File: src/rtl/core/scrs_pkg.sv
// Shared types and constants for the two-channel serial controller register subset.
// No dependencies; used by every module under rtl/core.
package scrs_pkg;

  // Item opcodes
  localparam logic [1:0] OP_READ  = 2'd0;
  localparam logic [1:0] OP_WRITE = 2'd1;
  localparam logic [1:0] OP_RX    = 2'd2;

  // Control-port read registers
  localparam logic [3:0] RR_STATUS   = 4'd0;
  localparam logic [3:0] RR_ERROR    = 4'd1;
  localparam logic [3:0] RR_PENDING  = 4'd3;

  // Control-port write registers
  localparam logic [3:0] WR_POINTER  = 4'd0;
  localparam logic [3:0] WR_INT_MODE = 4'd1;
  localparam logic [3:0] WR_RX_CTRL  = 4'd3;
  localparam logic [3:0] WR_TX_CTRL  = 4'd5;
  localparam logic [3:0] WR_MASTER   = 4'd9;

  // Commands carried in bits 5..3 of a pointer write
  localparam logic [2:0] CMD_POINT_HIGH = 3'd1;
  localparam logic [2:0] CMD_ERR_RESET  = 3'd6;

  // Bit positions in a register 9 write
  localparam int unsigned MIE_BIT     = 3;
  localparam int unsigned RESET_CH1_BIT = 6;
  localparam int unsigned RESET_CH0_BIT = 7;

  typedef struct packed {
    logic [1:0] opcode;
    logic [2:0] bus_address;
    logic [7:0] data_byte;
    logic       rx_channel;
    logic       debug_access;
  } item_t;

  typedef struct packed {
    logic [7:0] read_data;
    logic [7:0] irq_vector_bits;
    logic       master_int_on;
  } res_t;

  // Per-channel strobes, already qualified by transfer and debug access
  typedef struct packed {
    logic       rd_data;
    logic       rd_ctl;
    logic       wr_ctl;
    logic       rx;
    logic       clr;
    logic [7:0] data;
  } chan_ctl_t;

  typedef struct packed {
    logic [7:0] head;
    logic       fill_nz;
    logic       overrun;
    logic       pending;
    logic       pending_nxt;
    logic [3:0] pointer;
    logic       rx_on;
    logic       tx_ie;
    logic       tx_on;
  } chan_stat_t;

  function automatic logic [7:0] pend_bits(input logic ch1, input logic ch0);
    pend_bits = {2'b00, ch0, 2'b00, ch1, 2'b00};
  endfunction

endpackage

File: src/rtl/core/scrs_chan.sv
// One channel: receive FIFO, flags, enables and register pointer with next-state logic.
// Depends on scrs_pkg.
module scrs_chan #(
  parameter int DEPTH = 3
) (
  input  logic                  clk,
  input  logic                  rst_n,
  input  scrs_pkg::chan_ctl_t   ctl,
  output scrs_pkg::chan_stat_t  stat
);

  localparam int FW = $clog2(DEPTH + 1);

  logic [7:0]    fifo_r   [DEPTH];
  logic [7:0]    fifo_nxt [DEPTH];
  logic [FW-1:0] fill_r, fill_nxt;
  logic          ovr_r, ovr_nxt;
  logic          pend_r, pend_nxt;
  logic [3:0]    ptr_r, ptr_nxt;
  logic          txie_r, txie_nxt;
  logic [1:0]    mode_r, mode_nxt;
  logic          rxon_r, rxon_nxt;
  logic          txon_r, txon_nxt;
  logic          pop;

  assign pop = ctl.rd_data && (fill_r != '0);

  always_comb begin
    for (int i = 0; i < DEPTH; i++) begin
      fifo_nxt[i] = fifo_r[i];
    end
    fill_nxt = fill_r;
    ovr_nxt  = ovr_r;
    pend_nxt = pend_r;
    ptr_nxt  = ptr_r;
    txie_nxt = txie_r;
    mode_nxt = mode_r;
    rxon_nxt = rxon_r;
    txon_nxt = txon_r;

    // advance the FIFO one place, zero-filling the tail
    if (pop) begin
      for (int i = 0; i < DEPTH - 1; i++) begin
        fifo_nxt[i] = fifo_r[i + 1];
      end
      fifo_nxt[DEPTH-1] = 8'h00;
      fill_nxt = fill_r - FW'(1);
      if (fill_r == FW'(1)) begin
        pend_nxt = 1'b0;
      end
    end

    if (ctl.rd_ctl) begin
      ptr_nxt = scrs_pkg::WR_POINTER;
    end

    if (ctl.wr_ctl) begin
      if (ptr_r == scrs_pkg::WR_POINTER) begin
        ptr_nxt = {ctl.data[5:3] == scrs_pkg::CMD_POINT_HIGH, ctl.data[2:0]};
        if (ctl.data[5:3] == scrs_pkg::CMD_ERR_RESET) begin
          ovr_nxt = 1'b0;
        end
      end else begin
        unique case (ptr_r)
          scrs_pkg::WR_INT_MODE: begin
            txie_nxt = ctl.data[1];
            mode_nxt = ctl.data[4:3];
          end
          scrs_pkg::WR_RX_CTRL: rxon_nxt = ctl.data[0];
          scrs_pkg::WR_TX_CTRL: txon_nxt = ctl.data[3];
          default: ;
        endcase
        ptr_nxt = scrs_pkg::WR_POINTER;
      end
    end

    if (ctl.rx && rxon_r) begin
      if (fill_r < FW'(DEPTH)) begin
        for (int i = 0; i < DEPTH; i++) begin
          if (fill_r == FW'(i)) begin
            fifo_nxt[i] = ctl.data;
          end
        end
        fill_nxt = fill_r + FW'(1);
      end else begin
        ovr_nxt = 1'b1;
      end
      if (mode_r != 2'b00) begin
        pend_nxt = 1'b1;
      end
    end

    // channel reset from register 9 wins over everything else
    if (ctl.clr) begin
      for (int i = 0; i < DEPTH; i++) begin
        fifo_nxt[i] = 8'h00;
      end
      fill_nxt = '0;
      ovr_nxt  = 1'b0;
      pend_nxt = 1'b0;
      ptr_nxt  = 4'd0;
      txie_nxt = 1'b0;
      mode_nxt = 2'b00;
      rxon_nxt = 1'b0;
      txon_nxt = 1'b0;
    end
  end

  always_ff @(posedge clk) begin
    if (!rst_n) begin
      for (int i = 0; i < DEPTH; i++) begin
        fifo_r[i] <= 8'h00;
      end
      fill_r <= '0;
      ovr_r  <= 1'b0;
      pend_r <= 1'b0;
      ptr_r  <= 4'd0;
      txie_r <= 1'b0;
      mode_r <= 2'b00;
      rxon_r <= 1'b0;
      txon_r <= 1'b0;
    end else begin
      for (int i = 0; i < DEPTH; i++) begin
        fifo_r[i] <= fifo_nxt[i];
      end
      fill_r <= fill_nxt;
      ovr_r  <= ovr_nxt;
      pend_r <= pend_nxt;
      ptr_r  <= ptr_nxt;
      txie_r <= txie_nxt;
      mode_r <= mode_nxt;
      rxon_r <= rxon_nxt;
      txon_r <= txon_nxt;
    end
  end

  assign stat.head        = fifo_r[0];
  assign stat.fill_nz     = (fill_r != '0);
  assign stat.overrun     = ovr_r;
  assign stat.pending     = pend_r;
  assign stat.pending_nxt = pend_nxt;
  assign stat.pointer     = ptr_r;
  assign stat.rx_on       = rxon_r;
  assign stat.tx_ie       = txie_r;
  assign stat.tx_on       = txon_r;

endmodule

File: config.mk
export PLATFORM = sky130hd
export DESIGN_NAME = scrs_chan
export DESIGN_NICKNAME = d
export VERILOG_FILES = /design/src/rtl/core/scrs_pkg.sv /design/src/rtl/core/scrs_chan.sv
export SDC_FILE = /design/constraint.sdc
export NUM_CORES = 1
export LEC_CHECK = 0
export BUFFER_PORTS_ARGS = -buffer_cell sky130_fd_sc_hd__buf_2
export CORE_UTILIZATION = 45
export DETAILED_ROUTE_END_ITERATION = 7
export PLACE_DENSITY = 0.67
export SYNTH_ARGS = -nofsm -noshare
export SYNTH_HDL_FRONTEND = slang
export SYNTH_SLANG_ARGS = --single-unit
export TNS_END_PERCENT = 100
File: constraint.sdc
create_clock -name clk -period 3.86 [get_ports clk]
set_input_delay 0.386 -clock clk [delete_from_list [all_inputs] [get_ports clk]]
set_output_delay 0.386 -clock clk [all_outputs]
set_load 0.02 [all_outputs]
==> results.cfg <==
[synth]
synth.avg_cell_area_um2 = 8.85
count_of_state_elements_after_synthesis = 37
yosys_warnings = 0
yosysTopAreaCell = sky130_fd_sc_hd__dfxtp_1
syn_area_mm2 = 0.00177
unique_cell_type_count_in_the_yosys_netlist = 26
mappedNetlistNets = 220
yosysTopAreaCellShare_pct = 41.8
syn-instance-count = 200
yosysSeqAreaShare_pct = 41.8
yosys-top-cells-area = sky130_fd_sc_hd__dfxtp_1 (42%), sky130_fd_sc_hd__mux2i_1 (11%), sky130_fd_sc_hd__a21oi_1 (8.2%), sky130_fd_sc_hd__buf_4 (6.8%), sky130_fd_sc_hd__o21ai_0 (5.7%)

[routing]
route.layer.met1.wl_um = 1750
detail_route.first_pass.iterations = 4
detailroute.wirelength.met3_um = 135
drt_iter0_markers = 61
top_signal_layer_used = met4
route.detailed.wl_per_inst_um = 12.9
via_count = 1401
antenna_violating_nets_post_route = 0
postRouteWirelength_um = 3440
wl_met2_um = 1510
via_to_cell_ratio = 5.25
drc_errors = 0

[placement]
sum_of_net_half_perimeters_after_detailed_placement_um = 2440
dpl.cell_count = 259
worst_case_setup_slack_after_placement_ps = 2100
portBuffers = 33
gp_congestion = 0.762

[critical_path]
timing.critical_path.to_type = output pin
criticalPathCategory = reg -> out
timing.critical_path.cells = inv_1 -> ha_1 -> nand3b_1 -> a2bb2oi_1 -> nor2_1 -> buf_2
setup.worst_path.start_class = register
worstPathRequired_ps = 3470
worst_ep_arrival_time_ps = 1610
critical_path.max_fanout = 4
delay_contributed_by_the_slowest_stage_of_the_critical_path_ps = 380
crit_slowest_cell = sky130_fd_sc_hd__dfxtp_1

[status]
status = finished, final reports clean

[floorplan]
core_region_area_mm2 = 0.00372
chipWidth_um = 64.7
floorplan.initialDensity_pct = 47.6
floorplan.io_pins = 34
core.rowCount = 22
die_height_um = 64.7
dieArea_mm2 = 0.00419

[clocking]
cts_hold_buffers = 0
cts_resized = 0
cts_root_buffer = sky130_fd_sc_hd__clkbuf_8
setup_fix_buffers_added_after_clock_tree_synthesis = 0
ctsLongestPathBuffers = 2
cts_tree = yes
clock_sink_total = 37
cts-buffers-inserted = 5
clk-insertion-delay-late_ps = 280
h_tree_levels = 2
cts.clk_slew.worst_paths_ps = 70

[sta]
finalCritPeriodShare_pct = 51.8
number_of_hold_slack_violations_in_the_final_timing_report = 0
finalMaxSlewViolations = 0
finalCriticalPeriod_ps = 2000
fin_tns_setup_ps = 0
timing.slew.headroom_pct = 54.5
rsz_0062_raised_after_global_routing = false
postLayoutSetupSlackWorst_ps = 1860
timing.clock.skew_ps = 4.34
setup_violations = 0
max_freq_mhz = 500
hold_slack_ps = 363
timing_worst_slew_pin_value_ps = 682

[finish]
multi_input_area_um2 = 857
synthToLayoutAreaGrowth_pct = 8.98
fin_cells = 267
sequential_cell_area_um2 = 741
most-common-layout-cells = sky130_fd_sc_hd__dfxtp_1 (37), sky130_fd_sc_hd__buf_2 (33), sky130_fd_sc_hd__a21oi_1 (29), sky130_fd_sc_hd__o21ai_0 (20), sky130_fd_sc_hd__mux2i_1 (19)
filler_cells_inserted = 377
nNetsFinal = 238
antenna_cells = 0
mostFrequentLayoutCell = sky130_fd_sc_hd__dfxtp_1
drive_gt1_share_pct = 19.6

[grt]
gr-usage-all-layers_pct = 18.1
overflow = 0
grt_max_degree = 27
antenna_violations_before_repair = 0
vias_in_the_first_global_route = 1250
grt_pass1_wl_um = 5930

[hold_path]
holdCritPathClass = in -> reg

[pwr]
max-vdd-ir-drop_mv = 0.218
power_leakage_nw = 0.842
pwr_density_cell_mw_per_mm2 = 349
total_power_mw = 0.673

[flow_run]
max-cap-violations = 0
registers in the layout, summed over array words and instances (netlist names), named ones only:
name	count
fifo_r	24
ptr_r	4
mode_r	2
fill_r	1
ovr_r	1
pend_r	1
rxon_r	1
txie_r	1
txon_r	1
kinds of logic after synthesis:
logic type | synth area share (%)
AOI/OAI and AO/OA | 17.3
DFF | 41.8
adders and majority gates | 3.53
buffers and inverters | 9.75
and+or+nand+nor | 16.8
muxes | 10.7
cell usage after synthesis:
library cell and n:
sky130_fd_sc_hd__nor3_1 2, sky130_fd_sc_hd__nand4_1 1, sky130_fd_sc_hd__mux2i_1 19, sky130_fd_sc_hd__o21ai_0 20, sky130_fd_sc_hd__nor2_1 9, sky130_fd_sc_hd__buf_6 1, sky130_fd_sc_hd__nand4b_1 4, sky130_fd_sc_hd__a41o_1 1
sky130_fd_sc_hd__nor3b_2 1, sky130_fd_sc_hd__nand2_1 18, sky130_fd_sc_hd__nand2b_1 3, sky130_fd_sc_hd__inv_1 3, sky130_fd_sc_hd__buf_2 3, sky130_fd_sc_hd__a21oi_1 29, sky130_fd_sc_hd__a2bb2oi_1 1, sky130_fd_sc_hd__clkbuf_1 4
sky130_fd_sc_hd__ha_1 5, sky130_fd_sc_hd__o41ai_2 1, sky130_fd_sc_hd__buf_4 16, sky130_fd_sc_hd__nand3b_1 2, sky130_fd_sc_hd__nand3_1 13, sky130_fd_sc_hd__dfxtp_1 37, sky130_fd_sc_hd__a32oi_1 3, sky130_fd_sc_hd__or3b_4 1
sky130_fd_sc_hd__and4b_1 1, sky130_fd_sc_hd__nor2b_1 2
stage by stage:
stage | area, um^2 | utilization [%]
after detailed placement | 1850 | 49.8
after global placement | 1850 | 49.8
final | 1930 | 51.9
after CTS | 1930 | 51.9
after global routing | 1930 | 51.9
after floorplan | 1770 | -
per-layer routing:
metal / vias up / global-route usage [%]
met2: 29 / 27.5
met4: 0 / 5.00
met3: 5 / 4.93
met5: - / 0
met1: 633 / 25.1
li1: 734 / -
path summary, 6_finish.rpt:
| kind | from | end | slack, ps | cells after the start |
|---|---|---|---|---|
| setup / recovery | fill_r[0] | stat[7] | 1860 | 6 |
| hold / removal | ctl[7] | fifo_r[0][23] | 360 | 3 |
| setup reg to reg | fill_r[0] | fifo_r[0][3] | 2060 | 5 |
| hold reg to reg | ovr_r | ovr_r | 460 | 2 |
layout make-up:
class / count / area share, %
clock buffers: 8 / 4.15
repair buffers: 35 / 9.34
inverters: 3 / 0.584
well taps: 48 / 3.11
flip-flops and latches: 37 / 38.4
multi-input cells: 136 / 44.4
report_power, final:
part	total, mW	internal, mW	switching (mW)
clock	0.251	0.128	0.123
combinational	0.0382	0.0136	0.0246
sequential	0.385	0.383	0.00178
total	0.673	0.525	0.149
worst max-delay path, delay by kind of cell (launching register included):
kind | cells | cell delay, ps
DFF | 1 | 380
buffers and inverters | 2 | 260
adders and majority gates | 1 | 250
and+or+nand+nor | 2 | 230
AOI/OAI and AO/OA | 1 | 210
(Power assumes the default switching activity.)
