$ cat config.mk
export PLATFORM = sky130hd
export DESIGN_NAME = scrs_outq
export DESIGN_NICKNAME = d
export VERILOG_FILES = /design/src/rtl/core/scrs_pkg.sv /design/src/rtl/core/scrs_outq.sv
export SDC_FILE = /design/constraint.sdc
export NUM_CORES = 1
export LEC_CHECK = 0
export ABC_AREA = 1
export BUFFER_PORTS_ARGS = -buffer_cell sky130_fd_sc_hd__buf_2
export CAP_MARGIN = 40
export CORE_ASPECT_RATIO = 1.2
export CORE_UTILIZATION = 40
export DETAILED_ROUTE_END_ITERATION = 6
export SLEW_MARGIN = 40
export SYNTH_ARGS = -nofsm -noshare
export SYNTH_HDL_FRONTEND = slang
export SYNTH_SLANG_ARGS = --single-unit
$ cat constraint.sdc
create_clock -name clk -period 2.8 [get_ports clk]
set_input_delay 0.28 -clock clk [delete_from_list [all_inputs] [get_ports clk]]
set_output_delay 0.28 -clock clk [all_outputs]
set_load 0.005 [all_outputs]
$ cat src/rtl/core/scrs_pkg.sv
// Shared types and constants for the two-channel serial controller register subset.
// No dependencies; used by every module under rtl/core.
package scrs_pkg;

  // Item opcodes
  localparam logic [1:0] OP_READ  = 2'd0;
  localparam logic [1:0] OP_WRITE = 2'd1;
  localparam logic [1:0] OP_RX    = 2'd2;

  // Control-port read registers
  localparam logic [3:0] RR_STATUS   = 4'd0;
  localparam logic [3:0] RR_ERROR    = 4'd1;
  localparam logic [3:0] RR_PENDING  = 4'd3;

  // Control-port write registers
  localparam logic [3:0] WR_POINTER  = 4'd0;
  localparam logic [3:0] WR_INT_MODE = 4'd1;
  localparam logic [3:0] WR_RX_CTRL  = 4'd3;
  localparam logic [3:0] WR_TX_CTRL  = 4'd5;
  localparam logic [3:0] WR_MASTER   = 4'd9;

  // Commands carried in bits 5..3 of a pointer write
  localparam logic [2:0] CMD_POINT_HIGH = 3'd1;
  localparam logic [2:0] CMD_ERR_RESET  = 3'd6;

  // Bit positions in a register 9 write
  localparam int unsigned MIE_BIT     = 3;
  localparam int unsigned RESET_CH1_BIT = 6;
  localparam int unsigned RESET_CH0_BIT = 7;

  typedef struct packed {
    logic [1:0] opcode;
    logic [2:0] bus_address;
    logic [7:0] data_byte;
    logic       rx_channel;
    logic       debug_access;
  } item_t;

  typedef struct packed {
    logic [7:0] read_data;
    logic [7:0] irq_vector_bits;
    logic       master_int_on;
  } res_t;

  // Per-channel strobes, already qualified by transfer and debug access
  typedef struct packed {
    logic       rd_data;
    logic       rd_ctl;
    logic       wr_ctl;
    logic       rx;
    logic       clr;
    logic [7:0] data;
  } chan_ctl_t;

  typedef struct packed {
    logic [7:0] head;
    logic       fill_nz;
    logic       overrun;
    logic       pending;
    logic       pending_nxt;
    logic [3:0] pointer;
    logic       rx_on;
    logic       tx_ie;
    logic       tx_on;
  } chan_stat_t;

  function automatic logic [7:0] pend_bits(input logic ch1, input logic ch0);
    pend_bits = {2'b00, ch0, 2'b00, ch1, 2'b00};
  endfunction

endpackage

$ cat src/rtl/core/scrs_outq.sv
// Two-entry result queue that decouples result stalls from item acceptance.
// Depends on scrs_pkg.
module scrs_outq (
  input  logic            clk,
  input  logic            rst_n,
  input  logic            push,
  input  scrs_pkg::res_t  push_data,
  output logic            full,
  output logic            out_valid,
  input  logic            out_stall,
  output scrs_pkg::res_t  out_data
);

  scrs_pkg::res_t q0_r, q0_nxt;
  scrs_pkg::res_t q1_r, q1_nxt;
  logic [1:0]     cnt_r, cnt_nxt;
  logic           pop;

  assign pop       = (cnt_r != 2'd0) && !out_stall;
  assign full      = (cnt_r == 2'd2);
  assign out_valid = (cnt_r != 2'd0);
  assign out_data  = q0_r;

  always_comb begin
    q0_nxt  = q0_r;
    q1_nxt  = q1_r;
    cnt_nxt = cnt_r;
    case ({push, pop})
      2'b10: begin
        if (cnt_r == 2'd0) begin
          q0_nxt = push_data;
        end else begin
          q1_nxt = push_data;
        end
        cnt_nxt = cnt_r + 2'd1;
      end
      2'b01: begin
        q0_nxt  = q1_r;
        cnt_nxt = cnt_r - 2'd1;
      end
      2'b11: begin
        // push never happens when full, so at most one entry is held here
        q0_nxt = push_data;
      end
      default: ;
    endcase
  end

  always_ff @(posedge clk) begin
    if (!rst_n) begin
      cnt_r <= 2'd0;
    end else begin
      cnt_r <= cnt_nxt;
    end
  end

  always_ff @(posedge clk) begin
    q0_r <= q0_nxt;
    q1_r <= q1_nxt;
  end

endmodule

==> results of run 1 <==
==> registers in the layout, summed over array words and instances, names as in the netlist <==
name      flops
out_data     17
cnt_r         2
q1_r         17
==> critical path, stage by stage (launching register included) <==
cell,delay [ps]
dfxtp_1,380
nor2_2,160
inv_2,70
nand2_2,110
ha_1,160
inv_1,40
nor2_1,270
buf_4,290
==> per-layer routing <==
| layer | part of all wire | vias up | global-route usage |
|---|---|---|---|
| met5 | 0 | - | 0 |
| met4 | 0.027 | 0 | 0.09451 |
| met3 | 0.059 | 7 | 0.06796 |
| met2 | 0.51 | 35 | 0.2381 |
| met1 | 0.40 | 407 | 0.1389 |
| li1 | - | 469 | - |
==> through the flow <==
| stage | util | instance area (µm²) | std cells | setup slack (ps) | hold WS, ps |
|---|---|---|---|---|---|
| after CTS | 0.5191 | 1733 | 200 | 977.8 | 178.0 |
| final | 0.5191 | 1733 | 200 | 1013 | 187.8 |
| after detailed placement | 0.4951 | 1653 | 192 | 991.3 | 477.8 |
| after global routing | 0.5191 | 1733 | 200 | 818.5 | 174.1 |
| after global placement | 0.4929 | 1645 | 192 | 1094 | 477.1 |
| after floorplan | - | 1409 | 117 | 582.0 | 378.9 |
==> cells in the mapped netlist, drive strengths merged <==
library cell	count
edfxtp	34
nand4	1
a21oi	1
ha	2
nor2	7
o21ai	2
dfxtp	2
buf	3
nand2	56
inv	9
==> final timing paths <==
kind | cells after the start | to | slack (ps)
min reg2reg | 2 | out_data[11] | 520
min | 1 | q1_r[2] | 190
max | 7 | q1_r[15] | 1010
max reg2reg | 7 | q1_r[15] | 1010
==> cell families (layout without fill, tap and decap cells) <==
kind of cell             Yosys count  in the layout  synth area share
AO/OA/AOI/OAI                      3              3           0.01065
buffers and inverters             12             58           0.04085
adder cells (fa/ha/maj)            2              2           0.01776
flip-flops                        36             36            0.7531
AND/OR/NAND/NOR                   64             64            0.1776
==> cell usage in the layout, fill, tap and decap left out, drive strengths merged <==
cell type  instances
dfxtp              2
a21oi              1
clkbuf             7
o21ai              2
clkinv             1
ha                 2
inv                9
buf               41
nand2             56
nor2               7
nand4              1
edfxtp            34
==> report_power, final <==
part,leakage [nW],switching (mW),internal [mW]
combinational,0.401,0.119,0.0734
sequential,0.339,0.0204,0.686
clock,0.0399,0.171,0.173
==> final cells by class <==
cell class	instances	area [µm²]
clock buffer	7	76.32
clock inverter	1	3.754
fill	307	1605
inverter	9	33.78
multi-input combinational	69	301.5
sequential	36	1061
tap	37	46.29
timing repair buffer	41	210.2
==> summary.txt, run 1 <==
Worst Path Required - 2780 ps
Dominant cell type by area after synthesis - edfxtp_1
Dpl hpwl - 1.599 mm
Crit path kind - register to register
CTS tree - done
Warnings from Yosys - 0
Crit path capture type - register
Area share of the largest cell type after synthesis - 0.7247
Maxcap violations - 0
Layout cells sized above 1 - 0.3252
Max VDD drop - 441.2 µV
Net Count, Synth - 140
Clk sinks - 36
Hold path start - push_data[2]
Crit path from - cnt_r[0]
WL/cell - 11.83 µm
Die area - 0.003764 mm²
Antenna diode instance count - 0
Seq cells post-synth - 36
Min-delay worst type - input port to register
Via/cell ratio - 4.590
Detailed Route WL - 2.366 mm
I/O pins - 40
Startpoint Class - register
CTS hold repair buffers - 0
Synth Cell Area - 0.001409 mm²
Final Hold Vio Count - 0
Max-slew violations - 0
Leakage dissipation - 0.7799 nW
Vias - 918
RR Startpoint - cnt_r[0]
Max_slew headroom - 0.6133
Clk slew on worst S/H paths - 70 ps
FMAX - 559.5 MHz
Later-pin clock latency in the skew report - 280 ps
Largest net degree at the start of global routing - 19
Area of the core - 0.003338 mm²
Clk_skew - 4.386 ps
H-tree depth - 2
Cells after synthesis - 117
Count of cell types in the netlist - 15
PortBufs - 39
Overall power - 1.244 mW
CTS Root Cell - clkbuf_8
Starting Density - 0.4220
Die height - 67.01 µm
Crit path time final - 1787 ps
Vias in the first global route - 877
DRC - 0
Drt pass-1 iters - 4
GPL Wtd Cong - 0.6967
Remaining antenna violation count after routing - 0
Setup tns final - 0 ps
Sequential share of the synthesized area - 0.7531
Initial antenna violation count - 0
Pwr dens - 717.6 mW/mm²
Die Wd - 56.18 µm
Slew at the pin closest to its max-slew limit - 577.8 ps
Setup-failing EPs final - 0
GR Overflow Total - 0
Rows - 23
First-pass GRT wire length - 3.739 mm
Initial DRC Count - 38
Gr usage total - 0.1418
NumNets Final - 185
CTS max path bufs - 2
Layout area overhead - 23.00%
Syn Area/Cell - 12.04 µm²
RSZ-0062 raised after global routing - false
Crit path DAT - 1760 ps
Final period utilization - 0.6383
Post-CTS sizing - 0
# Post-CTS Setup Buffers - 0
Num CTS Buffers - 5
Top post-synthesis cells by area - edfxtp_1 72%, nand2_1 14%, dfxtp_1 2.8%
Worst Path Max Fanout - 14
Outcome - finished clean
(Power assumes the default switching activity.)
==> run 2: changes to the inputs <==
- PLACE_DENSITY: default -> 0.66
- clock period: 2.8 -> 1.6 ns (I/O delays scaled with it)
==> run 2 against run 1 <==
Via count up 4.5%. Flip-flop and latch count stayed put. Register-to-register slack worse by 870 ps. Critical path type unchanged. Cell count up 2.0%. Clock skew rose by 1.3 ps. Critical endpoint is now cnt_r[1]. Setup slack lost 870 ps. Global-route usage up 0.86 points. Critical path depth is 4 higher.
==> summary.txt, run 2 (synthesis results as in run 1) <==
Slew at the pin closest to its max-slew limit - 557.8 ps (was 577.8 ps)
DP Worst Slack - 18.75 ps (was 991.3 ps)
Clk sinks - 36 (unchanged)
I/O pins - 40 (unchanged)
Placed cell areas - 0.001683 mm² (was 0.001653 mm²)
Area of the core - 0.003338 mm² (unchanged)
Clk slew on worst S/H paths - 70 ps (about the same)
Pwr dens - 1247 mW/mm² (was 717.6 mW/mm²)
Die Wd - 56.18 µm (unchanged)
GR Overflow Total - 0 (unchanged)
DRC - 0 (unchanged)
RR Startpoint - cnt_r[0] (unchanged)
Drt pass-1 iters - 4 (unchanged)
CTS tree - done (unchanged)
Worst Path Max Fanout - 19 (was 14)
Gr usage total - 0.1504 (was 0.1418)
R2r worst-path depth - 11 (was 7)
Critical R2R Capture - cnt_r[1] (was q1_r[15])
Max_slew headroom - 0.6267 (was 0.6133)
Worst Path Required - 1780 ps (was 2780 ps)
Worst hold stages - 1 (unchanged)
First-pass GRT wire length - 3.988 mm (was 3.739 mm)
Hold Path End - q1_r[6] (was q1_r[2])
Maxcap violations - 0 (unchanged)
Crit path kind - register to register (unchanged)
Die height - 67.01 µm (unchanged)
Remaining antenna violation count after routing - 0 (unchanged)
Setup tns final - 0 ps (unchanged)
Vias - 959 (was 918)
Starting Density - 0.4220 (unchanged)
RSZ-0062 raised after global routing - false (unchanged)
Clk_skew - 5.646 ps (was 4.386 ps)
Most frequent cells in the layout - 54 x nand2_1, 39 x buf_2, 34 x edfxtp_1 (unchanged)
Via/cell ratio - 4.701 (was 4.590)
Max VDD drop - 724.4 µV (was 441.2 µV)
Overall power - 2.227 mW (was 1.244 mW)
Startpoint Class - register (unchanged)
R2R setup slack - 140 ps (was 1010 ps)
Crit path time final - 1461 ps (was 1787 ps)
Dpl hpwl - 1.806 mm (was 1.599 mm)
Later-pin clock latency in the skew report - 290 ps (was 280 ps)
Die area - 0.003764 mm² (unchanged)
CTS max path bufs - 2 (unchanged)
Worst path slowest cell - dfxtp_1 (unchanged)
Crit path capture type - register (unchanged)
Detailed Route WL - 2.547 mm (was 2.366 mm)
Final Hold Vio Count - 0 (unchanged)
Largest net degree at the start of global routing - 20 (was 19)
Worst Slack Setup Final - 139.0 ps (was 1013 ps)
Max-slew violations - 0 (unchanged)
Critical path's most frequent cell - nor2_1
Slowest Stage Delay on Critical Path - 340 ps (was 380 ps)
Outcome - finished clean (unchanged)
NumNets Final - 189 (was 185)
Layout Utilization - 0.5349 (was 0.5191)
Initial antenna violation count - 0 (unchanged)
Vias in the first global route - 906 (was 877)
Rows - 23 (unchanged)
Setup-failing EPs final - 0 (unchanged)
GPL Wtd Cong - 0.6918 (was 0.6967)
CTS Root Cell - clkbuf_8 (unchanged)
H-tree depth - 2 (unchanged)
Worst path cell trace - nor2_2 > inv_2 > nand2_2 > inv_2 > ha_2 > buf_8 > nand2_2 > nand2_1 > nor2_1 > nor2_1 > nor2_1 (was nor2_2 > inv_2 > nand2_2 > ha_1 > inv_1 > nor2_1 > buf_4)
Antenna diode instance count - 0 (unchanged)
Kind of cell adding the most delay to the critical path - simple AND/OR/NAND/NOR gates (unchanged)
Final period utilization - 0.9132 (was 0.6383)
Min-delay worst type - input port to register (unchanged)
Commonest non-fill, non-tap cell in the layout - nand2_1 (unchanged)
Crit path DAT - 1640 ps (was 1760 ps)
Leakage dissipation - 0.8068 nW (was 0.7799 nW)
Layout area overhead - 26.73% (was 23.00%)
CTS hold repair buffers - 0 (unchanged)
Initial DRC Count - 22 (was 38)
Final non-filler cell area - 0.001785 mm² (was 0.001733 mm²)
WL/cell - 12.49 µm (was 11.83 µm)
Fillers - 311 (was 307)
PortBufs - 39 (unchanged)
Hold path start - push_data[6] (was push_data[2])
FMAX - 684.4 MHz (was 559.5 MHz)
Num CTS Buffers - 5 (unchanged)
CP bufs+invs - 3 (unchanged)
Layout cells sized above 1 - 0.3653 (was 0.3252)
==> run 2: cell count changes in the layout (fill, tap and decap cells not counted) <==
cell,change
clkinv_2,+2
inv_4,+1
ha_1,-1
nor2_4,+1
buf_4,+3
inv_2,-1
ha_2,+1
buf_8,+1
clkbuf_1,-2
nor2_1,-1
==> run 2: area by class of cell <==
cell class	instances	area, µm²	share of cell area
Tap cell	37	46.29	0.02593
Multi-Input combinational cell	69	311.5	0.1745
Timing Repair Buffer	45	247.7	0.1388
Clock buffer	5	68.82	0.03854
Inverter	9	36.28	0.02032
Clock inverter	3	13.76	0.007708
Sequential cell	36	1061	0.5943
==> run 2: through the flow <==
stage / std cells / hold slack (ps)
6_report: 204 / 62.39
5_1_grt: 204 / 41.36
4_1_cts: 204 / 52.89
3_5_place_dp: 196 / 354.2
3_3_place_gp: 196 / 353.7
2_1_floorplan: 117 / 258.9
==> run 2: repair_timing <==
item,4_1_cts,5_1_grt
buffers inserted,0,0
endpoints found under the hold margin,0,0
resized for setup,0,5
endpoints found under the setup margin,0,3
==> run 2: worst max-delay path by stage <==
stage | startpoint | to | slack, ps | cells past startpoint
floorplan | cnt_r[0] | out_data[0] | 40 | 9
global placement | cnt_r[0] | out_data[8] | 70 | 3
global route | cnt_r[0] | cnt_r[1] | 20 | 11
CTS | cnt_r[0] | out_data[13] | 10 | 3
detailed placement | cnt_r[0] | out_data[8] | 20 | 3
finish | cnt_r[0] | cnt_r[1] | 140 | 11
==> run 2: where the power goes <==
part	internal, mW	leakage (nW)	total, mW	switching, mW
sequential	1.20	0.339	1.23	0.0318
combinational	0.159	0.423	0.393	0.234
clock	0.295	0.0453	0.601	0.306
total	1.66	0.807	2.23	0.572
==> run 2: routing by layer <==
metal	wire length, µm	vias to the layer above	GRT usage
li1	-	480	-
met1	932	445	0.1445
met2	1383	27	0.2589
met3	157	7	0.06796
met4	73	0	0.1006
met5	0	-	0
==> run 3: changes to the inputs <==
- CORE_UTILIZATION: 40 -> 45
- PLACE_DENSITY: 0.66 -> default
- PLACE_DENSITY_LB_ADDON: default -> 0.2
==> run 3 against run 2 <==
Setup slack better by 27 ps. Flip-flop and latch count unchanged. Hold slack worse by 45 ps. Clock skew is 2.9 ps higher. Total power shrank 4.3%. Clock power down 24%. Design area rose by 7.6%. Sequential share of layout area decreased by 4.2 points. Clock-buffer cell count rose by 1. Largest power group unchanged.
==> summary.txt, run 3 (synthesis results as in run 1) <==
Outcome - finished clean (unchanged)
Layout cells sized above 1 - 0.3441 (was 0.3653)
Combinational share of power - 0.207 (was 0.176)
Starting Density - 0.4874 (was 0.4220)
Routed met2 length - 1.260 mm (was 1.383 mm)
DRC - 0 (unchanged)
CTS tree - done (unchanged)
NumNets Final - 208 (was 189)
Min-delay worst type - input port to register (unchanged)
Remaining antenna violation count after routing - 0 (unchanged)
Later-pin clock latency in the skew report - 340 ps (was 290 ps)
Initial antenna violation count - 0 (unchanged)
I/O pins - 40 (unchanged)
RSZ-0062 raised after global routing - false (unchanged)
Crit path kind - register to register (unchanged)
Psw - 0.5587 mW (was 0.5718 mW)
GPL Wtd Cong - 0.7029 (was 0.6918)
Crit path capture type - register (unchanged)
Crit path time final - 1434 ps (was 1461 ps)
Post-CTS sizing - 0 (unchanged)
Final period utilization - 0.8960 (was 0.9132)
Die height - 63.30 µm (was 67.01 µm)
Metal3 WL - 156 µm (was 157 µm)
First-pass GRT wire length - 4.091 mm (was 3.988 mm)
Gr usage total - 0.1743 (was 0.1504)
Placed cell areas - 0.001729 mm² (was 0.001683 mm²)
Seq pwr share - 0.578 (was 0.554)
Finished Layout Cells - 220 (was 204)
Commonest non-fill, non-tap cell in the layout - nand2_1 (unchanged)
M1 WL - 1.036 mm (was 932 µm)
PortBufs - 39 (unchanged)
Top Metal Used - met4 (unchanged)
FMAX - 697.5 MHz (was 684.4 MHz)
Max_slew headroom - 0.9069 (was 0.6267)
Cells after DPL - 198 (was 196)
Initial DRC Count - 35 (was 22)
Final Hold Vio Count - 0 (unchanged)
Detailed Route WL - 2.505 mm (was 2.547 mm)
CTS max path bufs - 2 (unchanged)
Vias in the first global route - 924 (was 906)
WL/cell - 11.39 µm (was 12.49 µm)
Crit path DAT - 1490 ps (was 1640 ps)
Pwr dens - 1110 mW/mm² (was 1247 mW/mm²)
Die area - 0.003360 mm² (was 0.003764 mm²)
Most frequent cells in the layout - 54 x nand2_1, 39 x buf_2, 34 x edfxtp_1 (unchanged)
Die Wd - 53.08 µm (was 56.18 µm)
Vias - 1026 (was 959)
Dpl hpwl - 1.756 mm (was 1.806 mm)
Clk slew on worst S/H paths - 110 ps (was 70 ps)
DP Worst Slack - 161.6 ps (was 18.75 ps)
Hold Slack - 17.28 ps (was 62.39 ps)
Worst Slack Setup Final - 166.4 ps (was 139.0 ps)
Max-slew violations - 0 (unchanged)
Startpoint Class - register (unchanged)
Leakage dissipation - 0.8696 nW (was 0.8068 nW)
H-tree depth - 2 (unchanged)
Num CTS Buffers - 5 (unchanged)
Max VDD drop - 804.2 µV (was 724.4 µV)
Final non-filler cell area - 0.001922 mm² (was 0.001785 mm²)
Clk_skew - 8.530 ps (was 5.646 ps)
Antenna diode instance count - 0 (unchanged)
Clk sinks - 36 (unchanged)
Maxcap violations - 0 (unchanged)
Drt pass-1 iters - 4 (unchanged)
Fillers - 238 (was 311)
Setup-failing EPs final - 0 (unchanged)
Slew at the pin closest to its max-slew limit - 138.1 ps (was 557.8 ps)
Largest net degree at the start of global routing - 18 (was 20)
CTS Root Cell - clkbuf_4 (was clkbuf_8)
Clock network fraction of total power - 0.215 (was 0.270)
Rows - 21 (was 23)
Area of the core - 0.002890 mm² (was 0.003338 mm²)
Layout area overhead - 36.41% (was 26.73%)
Worst Path Max Fanout - 17 (was 19)
Pint - 1.574 mW (was 1.655 mW)
Worst Path Required - 1650 ps (was 1780 ps)
GR Overflow Total - 0 (unchanged)
Setup tns final - 0 ps (unchanged)
Via/cell ratio - 4.664 (was 4.701)
Sw frac - 0.2620 (was 0.2567)
==> run 3: layout make-up <==
type                            count  area (µm²)  share of cell area
Sequential cell                    36        1061              0.5521
Clock inverter                      2       11.26            0.005859
Tap cell                           34       42.54             0.02214
Multi-Input combinational cell     69       301.5              0.1569
Inverter                            9       33.78             0.01758
Clock buffer                        6       41.29             0.02148
Timing Repair Buffer               64       430.4              0.2240
==> run 3: what timing repair did <==
item,4_1_cts,5_1_grt
setup buffers,0,0
endpoints found under the hold margin,12,2
hold buffers,12,2
==> run 3: stage by stage <==
stage	util	total power, mW
after floorplan	-	1.448
after global placement	0.5983	1.659
after detailed placement	0.5983	1.675
after CTS	0.6580	2.157
after global routing	0.6649	2.258
final	0.6649	2.133
==> run 3: worst max-delay path, stage by stage (launching register included) <==
cell and delay (ps):
dfxtp_1 350, nor2_2 120, inv_2 50, nand2_2 60
buf_4 110, ha_1 130, inv_1 60, nor2_4 120
buf_12 160
==> run 3: path summary, 6_finish.rpt <==
check | startpoint | endpoint | slack [ps] | cells after the start
min reg2reg | q1_r[4] | out_data[4] | 520 | 2
min | push_data[16] | q1_r[16] | 20 | 1
max | cnt_r[1] | q1_r[8] | 170 | 8
max reg2reg | cnt_r[1] | q1_r[8] | 170 | 8
==> run 3: layer usage <==
metal | GRT usage | vias up
li1 | - | 519
met1 | 0.1997 | 466
met2 | 0.2816 | 34
met3 | 0.06522 | 7
met4 | 0.07895 | 0
met5 | 0 | -
==> run 3: power by group through the flow <==
| stage | Sequential (mW) | Clock, mW | Combinational (mW) |
|---|---|---|---|
| 2_1_floorplan | 1.27 | 0 | 0.177 |
| 3_3_place_gp | 1.25 | 0 | 0.410 |
| 3_5_place_dp | 1.25 | 0 | 0.422 |
| 4_1_cts | 1.23 | 0.479 | 0.445 |
| 5_1_grt | 1.25 | 0.513 | 0.499 |
| 6_report | 1.23 | 0.459 | 0.441 |
